$ cat src/hw/rtl/pdsp_pkg.sv
// types and constants shared by the date string parser
package pdsp_pkg;

  typedef struct packed {
    logic [7:0] char_code;
    logic       last_char;
  } char_t;

  typedef struct packed {
    logic        valid_res;
    logic [13:0] year;
    logic [3:0]  month;
    logic [4:0]  day;
    logic [4:0]  hour;
    logic [5:0]  minute;
    logic [5:0]  second;
    logic [1:0]  zone_relation;
    logic [4:0]  offset_hours;
    logic [5:0]  offset_minutes;
  } result_t;

  localparam logic [7:0] CHR_D     = 8'h44;
  localparam logic [7:0] CHR_COLON = 8'h3A;
  localparam logic [7:0] CHR_PLUS  = 8'h2B;
  localparam logic [7:0] CHR_MINUS = 8'h2D;
  localparam logic [7:0] CHR_Z     = 8'h5A;
  localparam logic [7:0] CHR_APOS  = 8'h27;
  localparam logic [7:0] CHR_ZERO  = 8'h30;
  localparam logic [7:0] CHR_NINE  = 8'h39;

  localparam logic [1:0] ZONE_UNKNOWN = 2'd0;
  localparam logic [1:0] ZONE_BEHIND  = 2'd1;
  localparam logic [1:0] ZONE_AHEAD   = 2'd2;
  localparam logic [1:0] ZONE_EQUAL   = 2'd3;

  localparam logic [4:0] POS_ZONE   = 5'd14;
  localparam logic [4:0] POS_APOS_H = 5'd17;
  localparam logic [4:0] POS_APOS_M = 5'd20;
  localparam logic [4:0] BODY_MAX   = 5'd21;
  localparam logic [4:0] COUNT_MAX  = 5'd31;
  localparam logic [4:0] MIN_TOTAL  = 5'd4;

  localparam logic [6:0] MONTH_MAX  = 7'd12;
  localparam logic [6:0] DAY_MAX    = 7'd31;
  localparam logic [6:0] HOUR_MAX   = 7'd23;
  localparam logic [6:0] MINSEC_MAX = 7'd59;

endpackage

$ cat src/hw/rtl/pdf_date_string_parser.sv
// Date string parser: one character per clock while char_stall is low, one result per string
//
// Takes a date string [D:]YYYY[MM[DD[HH[mm[SS[O[HH'[mm']]]]]]]] one byte per
// transaction, with last_char set on the final byte. With each accepted byte a
// position counter and a set of decimal accumulators advance, and the length
// and range checks are made in the same cycle as the final byte, so a new
// character is accepted on every clock while char_stall is low. One result
// per string leaves from an output register; a second register behind it lets
// the input keep running while a result waits, and char_stall rises only when
// both hold results. Missing fields read month 1, day 1 and zero elsewhere;
// on any error valid_res is 0 and all fields are 0.
module pdf_date_string_parser (
  input  logic             clk,
  input  logic             rst,
  input  logic             char_valid,
  output logic             char_stall,
  input  pdsp_pkg::char_t  char_data,
  output logic             res_valid,
  input  logic             res_stall,
  output pdsp_pkg::result_t res_data
);
  import pdsp_pkg::*;

  logic [4:0]  char_count, char_count_next;
  logic        marker_present, marker_present_next;
  logic        first_is_d, first_is_d_next;
  logic [13:0] year_acc, year_acc_next;
  logic [6:0]  month_acc, month_acc_next;
  logic [6:0]  day_acc, day_acc_next;
  logic [6:0]  hour_acc, hour_acc_next;
  logic [6:0]  minute_acc, minute_acc_next;
  logic [6:0]  second_acc, second_acc_next;
  logic [1:0]  zone_code, zone_code_next;
  logic [6:0]  offset_hour_acc, offset_hour_acc_next;
  logic [6:0]  offset_minute_acc, offset_minute_acc_next;
  logic        syntax_error, syntax_error_next;

  logic        skid_valid;
  result_t     skid_data;
  result_t     result;

  logic        accept;
  logic        res_new;
  logic [7:0]  c;
  logic        is_digit;
  logic [3:0]  digit;
  logic [4:0]  bpos;
  logic [4:0]  body;
  logic        ok;

  function automatic logic [6:0] add_digit7(input logic [6:0] acc, input logic [3:0] d);
    logic [6:0] t;
    t = {acc[3:0], 3'b000} + {acc[5:0], 1'b0} + {3'b000, d};
    return t;
  endfunction

  function automatic logic [13:0] add_digit14(input logic [13:0] acc, input logic [3:0] d);
    logic [13:0] t;
    t = {acc[10:0], 3'b000} + {acc[12:0], 1'b0} + {10'd0, d};
    return t;
  endfunction

  assign accept     = char_valid && !char_stall;
  assign res_new    = accept && char_data.last_char;
  assign char_stall = skid_valid;

  always_comb begin
    c         = char_data.char_code;
    is_digit  = (c >= CHR_ZERO) && (c <= CHR_NINE);
    digit     = is_digit ? c[3:0] : 4'd0;
    bpos      = marker_present ? char_count - 5'd2 : char_count;

    marker_present_next    = marker_present;
    first_is_d_next        = first_is_d;
    year_acc_next          = year_acc;
    month_acc_next         = month_acc;
    day_acc_next           = day_acc;
    hour_acc_next          = hour_acc;
    minute_acc_next        = minute_acc;
    second_acc_next        = second_acc;
    zone_code_next         = zone_code;
    offset_hour_acc_next   = offset_hour_acc;
    offset_minute_acc_next = offset_minute_acc;
    syntax_error_next      = syntax_error;

    if (char_count == 5'd0 && c == CHR_D) begin
      first_is_d_next = 1'b1;
    end else if (char_count == 5'd1 && first_is_d) begin
      if (c == CHR_COLON) marker_present_next = 1'b1;
      else syntax_error_next = 1'b1;
    end else if (bpos < BODY_MAX) begin
      if (bpos == POS_ZONE) begin
        case (c)
          CHR_PLUS:  zone_code_next = ZONE_AHEAD;
          CHR_MINUS: zone_code_next = ZONE_BEHIND;
          CHR_Z:     zone_code_next = ZONE_EQUAL;
          default:   syntax_error_next = 1'b1;
        endcase
      end else if (bpos == POS_APOS_H || bpos == POS_APOS_M) begin
        if (c != CHR_APOS) syntax_error_next = 1'b1;
      end else if (!is_digit) begin
        syntax_error_next = 1'b1;
      end else begin
        case (bpos) inside
          [5'd0:5'd3]:   year_acc_next = add_digit14(year_acc, digit);
          [5'd4:5'd5]:   month_acc_next = add_digit7(month_acc, digit);
          [5'd6:5'd7]:   day_acc_next = add_digit7(day_acc, digit);
          [5'd8:5'd9]:   hour_acc_next = add_digit7(hour_acc, digit);
          [5'd10:5'd11]: minute_acc_next = add_digit7(minute_acc, digit);
          [5'd12:5'd13]: second_acc_next = add_digit7(second_acc, digit);
          [5'd15:5'd16]: offset_hour_acc_next = add_digit7(offset_hour_acc, digit);
          default:       offset_minute_acc_next = add_digit7(offset_minute_acc, digit);
        endcase
      end
    end

    char_count_next = (char_count < COUNT_MAX) ? char_count + 5'd1 : COUNT_MAX;
  end

  // final checks on the state as it stands after this byte
  always_comb begin
    body = marker_present_next ? char_count_next - 5'd2 : char_count_next;
    ok = (char_count_next >= MIN_TOTAL) && !syntax_error_next;
    case (body) inside
      5'd4, 5'd6, 5'd8, 5'd10, 5'd12, 5'd14, 5'd15, 5'd18, 5'd21: ;
      default: ok = 1'b0;
    endcase
    if (body >= 5'd6 && (month_acc_next < 7'd1 || month_acc_next > MONTH_MAX)) ok = 1'b0;
    if (body >= 5'd8 && (day_acc_next < 7'd1 || day_acc_next > DAY_MAX)) ok = 1'b0;
    if (body >= 5'd10 && hour_acc_next > HOUR_MAX) ok = 1'b0;
    if (body >= 5'd12 && minute_acc_next > MINSEC_MAX) ok = 1'b0;
    if (body >= 5'd14 && second_acc_next > MINSEC_MAX) ok = 1'b0;
    if (body >= 5'd18 && offset_hour_acc_next > HOUR_MAX) ok = 1'b0;
    if (body >= 5'd21 && offset_minute_acc_next > MINSEC_MAX) ok = 1'b0;

    result = '0;
    if (ok) begin
      result.valid_res      = 1'b1;
      result.year           = year_acc_next;
      result.month          = (body >= 5'd6) ? month_acc_next[3:0] : 4'd1;
      result.day            = (body >= 5'd8) ? day_acc_next[4:0] : 5'd1;
      result.hour           = (body >= 5'd10) ? hour_acc_next[4:0] : 5'd0;
      result.minute         = (body >= 5'd12) ? minute_acc_next[5:0] : 6'd0;
      result.second         = (body >= 5'd14) ? second_acc_next[5:0] : 6'd0;
      result.zone_relation  = (body >= 5'd15) ? zone_code_next : ZONE_UNKNOWN;
      result.offset_hours   = (body >= 5'd18) ? offset_hour_acc_next[4:0] : 5'd0;
      result.offset_minutes = (body >= 5'd21) ? offset_minute_acc_next[5:0] : 6'd0;
    end
  end

  always_ff @(posedge clk) begin
    if (rst || res_new) begin
      char_count        <= '0;
      marker_present    <= 1'b0;
      first_is_d        <= 1'b0;
      year_acc          <= '0;
      month_acc         <= '0;
      day_acc           <= '0;
      hour_acc          <= '0;
      minute_acc        <= '0;
      second_acc        <= '0;
      zone_code         <= ZONE_UNKNOWN;
      offset_hour_acc   <= '0;
      offset_minute_acc <= '0;
      syntax_error      <= 1'b0;
    end else if (accept) begin
      char_count        <= char_count_next;
      marker_present    <= marker_present_next;
      first_is_d        <= first_is_d_next;
      year_acc          <= year_acc_next;
      month_acc         <= month_acc_next;
      day_acc           <= day_acc_next;
      hour_acc          <= hour_acc_next;
      minute_acc        <= minute_acc_next;
      second_acc        <= second_acc_next;
      zone_code         <= zone_code_next;
      offset_hour_acc   <= offset_hour_acc_next;
      offset_minute_acc <= offset_minute_acc_next;
      syntax_error      <= syntax_error_next;
    end
  end

  // output register with a skid slot behind it
  always_ff @(posedge clk) begin
    if (rst) begin
      res_valid  <= 1'b0;
      skid_valid <= 1'b0;
    end else if (!res_valid || !res_stall) begin
      if (skid_valid) begin
        res_valid  <= 1'b1;
        skid_valid <= 1'b0;
      end else begin
        res_valid <= res_new;
      end
    end else if (res_new) begin
      skid_valid <= 1'b1;
    end
  end

  always_ff @(posedge clk) begin
    if (!res_valid || !res_stall) begin
      if (skid_valid) res_data <= skid_data;
      else if (res_new) res_data <= result;
    end else if (res_new) begin
      skid_data <= result;
    end
  end

`ifndef SYNTHESIS
  a_skid_behind_out: assert property (@(posedge clk) disable iff (rst)
    skid_valid |-> res_valid)
    else $error("skid slot holds a result while the output register is empty");

  a_count_cleared: assert property (@(posedge clk) disable iff (rst)
    res_new |=> char_count == 5'd0 && !marker_present && !syntax_error)
    else $error("string state not cleared after the final byte");

  a_fail_zero: assert property (@(posedge clk) disable iff (rst)
    res_valid && !res_data.valid_res |-> res_data.year == 14'd0 &&
      res_data.month == 4'd0 && res_data.day == 5'd0 &&
      res_data.zone_relation == ZONE_UNKNOWN)
    else $error("failed result carries nonzero fields");

  a_good_ranges: assert property (@(posedge clk) disable iff (rst)
    res_valid && res_data.valid_res |-> res_data.month >= 4'd1 &&
      res_data.month <= 4'd12 && res_data.day >= 5'd1 && res_data.hour <= 5'd23)
    else $error("valid result out of range");
`endif

endmodule
$ cat config.mk
export PLATFORM = sky130hd
export DESIGN_NAME = pdf_date_string_parser
export DESIGN_NICKNAME = d
export VERILOG_FILES = /design/src/hw/rtl/pdsp_pkg.sv /design/src/hw/rtl/pdf_date_string_parser.sv
export SDC_FILE = /design/constraint.sdc
export NUM_CORES = 1
export LEC_CHECK = 0
export ABC_AREA = 1
export BUFFER_PORTS_ARGS = -buffer_cell sky130_fd_sc_hd__clkbuf_2
export CAP_MARGIN = 30
export CORE_ASPECT_RATIO = 1.75
export CORE_UTILIZATION = 48
export CTS_BUF_LIST = sky130_fd_sc_hd__clkbuf_4 sky130_fd_sc_hd__clkbuf_8 sky130_fd_sc_hd__clkbuf_16
export CTS_CLUSTER_DIAMETER = 200
export CTS_CLUSTER_SIZE = 8
export DETAILED_ROUTE_END_ITERATION = 7
export HOLD_SLACK_MARGIN = 0.03
export PLACE_DENSITY = 0.65
export SLEW_MARGIN = 20
export SYNTH_ARGS = -nofsm -noshare
export SYNTH_HDL_FRONTEND = slang
export SYNTH_SLANG_ARGS = --single-unit
$ cat constraint.sdc
create_clock -name clk -period 7.3 [get_ports clk]
set_input_delay 1.46 -clock clk [delete_from_list [all_inputs] [get_ports clk]]
set_output_delay 1.46 -clock clk [all_outputs]
set_load 0.05 [all_outputs]
==> impl_metrics.env <==
export IMPL_synthArstFlopShare_pct=0
export IMPL_p_seq_share_pct=46.8
export IMPL_synth_edf_count=108
export IMPL_p_int_w=0.00172
export IMPL_critPathCaptureType="flop"
export IMPL_grtUsageTotal_pct=25.2
export IMPL_grt_pass1_wl_um=49300
export IMPL_register_area_um2=4750
export IMPL_yosysTopAreaCellShare_pct=27.1
export IMPL_layout_drive_gt1_share_pct=10.9
export IMPL_power_frac_comb_pct=15.1
export IMPL_synth_distinct_cells=44
export IMPL_viasPerCell=5.30
export IMPL_cts_hold_buffers=0
export IMPL_drt_total_wl_um=30500
export IMPL_synthFlopType="edfxtp_1"
export IMPL_cts_max_path_buffers=2
export IMPL_hpwlAfterDp_um=21900
export IMPL_cts_tree="yes"
export IMPL_setup_violations=0
export IMPL_grt_antenna_before_repair=0
export IMPL_place_congestion=0.903
export IMPL_grt_max_degree=93
export IMPL_netlist_instances=1562
export IMPL_fin_crit_sh_pct=73.8
export IMPL_post_cts_buffers=0
export IMPL_n_antenna_cell=0
export IMPL_synth_seq_cells=183
export IMPL_drtPass1Iterations=5
export IMPL_clock_sinks=183
export IMPL_peakVddDrop_mv=0.145
export IMPL_nNetsFinal=1716
export IMPL_synthToLayoutAreaGrowth_pct=10.2
export IMPL_synth_area_um2=12000
export IMPL_fmax_mhz=186
export IMPL_cts_resized=0
export IMPL_htreeDepth=4
export IMPL_drt_iter0_markers=591
export IMPL_finClkSkew_ns=0.0122
export IMPL_antenna_left=0
export IMPL_yosysMostFrequentCell="nand2_1"
export IMPL_clk_pin_slew_ns=0.07
export IMPL_die_width_um=121
export IMPL_p_leak_nw=6.40
export IMPL_multiInputGateArea_um2=6200
export IMPL_power_density_nw_per_um2=186
export IMPL_worstSetupPathType="in2reg"
export IMPL_worstPathArrival_ns=5.69
export IMPL_numCtsBuffers=17
export IMPL_postSynthAreaPerCell_um2=7.67
export IMPL_synth_warnings=0
export IMPL_fp_dieH_um=211
export IMPL_synth_area_leader_cell="edfxtp_1"
export IMPL_hold_viol=0
export IMPL_slew_headroom_pct=36.0
export IMPL_hold_path_class="reg2reg"
export IMPL_root_buffer="clkbuf_16"
export IMPL_rsz0062_at_grt="no"
export IMPL_io_pins=69
export IMPL_p_sw_w=0.000739
export IMPL_synthTopCellsByCount="nand2_1 (379), inv_1 (192), nor2_1 (167)"
export IMPL_io_buffers=68
export IMPL_ys_top_cells_by_area="edfxtp_1 (27%), dfxtp_1 (13%), nand2_1 (12%)"
export IMPL_grt_pass1_vias=10160
export IMPL_cp_start_kind="primary input"
export IMPL_syn_nets=1669
export IMPL_drcViolationCount=0
export IMPL_p_sw_share_pct=30.1
export IMPL_core_area_um2=24500
export IMPL_yosysSeqAreaShare_pct=39.6
export IMPL_clock_latency_ns=0.47
export IMPL_tns_ns=0
export IMPL_status="completed"
export IMPL_vias=10246
export IMPL_num_fill_cells=2348
export IMPL_drv_cap=0
export IMPL_final_min_clock_period_ns=5.39
export IMPL_pwr_share_clk_pct=38.1
export IMPL_hold_ws_ns=0.455
export IMPL_detail_route_wl_per_cell_um=15.8
export IMPL_die_area_um2=25600
export IMPL_start_util_pct=48.8
export IMPL_row_count=76
export IMPL_maxSlewViolCount=0
export IMPL_tightest_slew_ns=0.960
export IMPL_crit_required_ns=7.60
export IMPL_gr_total_overflow=0
export IMPL_cp_max_fo=31
-- power by group through the flow --
stage          Clock [W]  Combinational [W]  Sequential, W
6_report        0.000935           0.000371        0.00115
5_1_grt         0.000989           0.000415        0.00115
4_1_cts         0.000954           0.000371        0.00115
3_5_place_dp           0           0.000369        0.00117
3_3_place_gp           0           0.000363        0.00117
2_1_floorplan          0           0.000240        0.00120
-- final timing paths --
path	to	cells past startpoint	start	slack (ns)
worst max-delay path	skid_data[29]	24	char_data[8]	1.91
worst max register to register	skid_data[29]	19	char_count[0]	3.30
worst min-delay path	first_is_d	2	first_is_d	0.46
worst min register to register	first_is_d	2	first_is_d	0.46
-- layer usage --
metal	track usage, %	routed length [µm]
met3	3.81	1020
met2	47.8	16400
met5	0	0
met4	13.1	1170
met1	25.9	11900
-- worst max-delay path, cell delays in order --
cell	delay (ns)
clkbuf_2	0.09
nor2_1	0.13
nand2_1	0.10
inv_1	0.06
nand2_1	0.39
nor2_1	0.32
buf_4	0.33
xor2_1	0.18
fa_1	0.48
a21oi_1	0.17
nor2_1	0.05
nor2_1	0.10
xor2_1	0.15
nand2_1	0.06
nand2_1	0.07
nand2_1	0.05
nand2_1	0.08
nor2_1	0.05
nor2_1	0.18
nand3_1	0.19
nor2_4	0.42
nand2_1	0.10
buf_4	0.26
nor3_1	0.18
-- area by class of cell --
cell class / instances / area share (%)
Tap cell: 312 / 2.96
Inverter: 210 / 5.99
Timing Repair Buffer: 85 / 3.73
Clock buffer: 18 / 3.33
Clock inverter: 14 / 1.06
Multi-Input combinational cell: 1112 / 47.0
Sequential cell: 183 / 35.9
-- per-stage QoR --
stage	instance area (µm²)	instances	util [%]	power [W]	setup slack (ns)
after floorplan	12000	1562	-	0.00145	2.00
after global placement	12600	1902	51.4	0.00153	1.56
after detailed placement	12600	1902	51.4	0.00154	1.44
after CTS	13200	1934	53.8	0.00247	1.91
after global routing	13200	1934	53.8	0.00256	1.44
final	13200	1934	53.8	0.00245	1.91
-- cell usage in the layout, fill, tap and decap left out, types with 4 or more instances in the layout --
cell type / synthesis / layout
a21o_1: 6 / 6
a21oi_1: 99 / 98
buf_4: 8 / 15
clkbuf_16: 0 / 17
clkbuf_2: 0 / 68
dfxtp_1: 75 / 74
edfxtp_1: 108 / 108
fa_1: 10 / 10
ha_1: 84 / 84
inv_1: 192 / 191
inv_2: 15 / 16
inv_6: 0 / 5
mux2i_1: 4 / 4
nand2_1: 379 / 379
nand2_2: 8 / 8
nand3_1: 51 / 51
nand3_2: 8 / 8
nand3b_1: 4 / 4
nand4_1: 59 / 59
nor2_1: 167 / 166
nor2_2: 12 / 11
nor2_4: 5 / 7
nor3_1: 19 / 19
o211ai_1: 12 / 12
o21ai_0: 103 / 103
o21ai_1: 12 / 12
o21bai_1: 4 / 4
xnor2_1: 13 / 13
xor2_1: 39 / 39
-- registers in the layout (all words and copies together) (netlist names) --
signal             cells
second_acc             7
res_valid              1
day_acc                7
char_count             5
res_data              54
char_stall             1
minute_acc             7
skid_data             54
year_acc              14
month_acc              7
marker_present         1
zone_code              2
syntax_error           1
hour_acc               7
first_is_d             1
offset_hour_acc        7
offset_minute_acc      7
-- cells by family after synthesis --
kind of cell               synth area share (%)
buffers and inverters                      8.81
AOI/OAI and AO/OA                          10.9
adders and majority gates                  10.4
muxes                                     0.334
and+or+nand+nor                            26.1
xor gates and xnor gates                   3.80
DFF                                        39.6
Note: power is estimated with default switching activity, not from simulation.
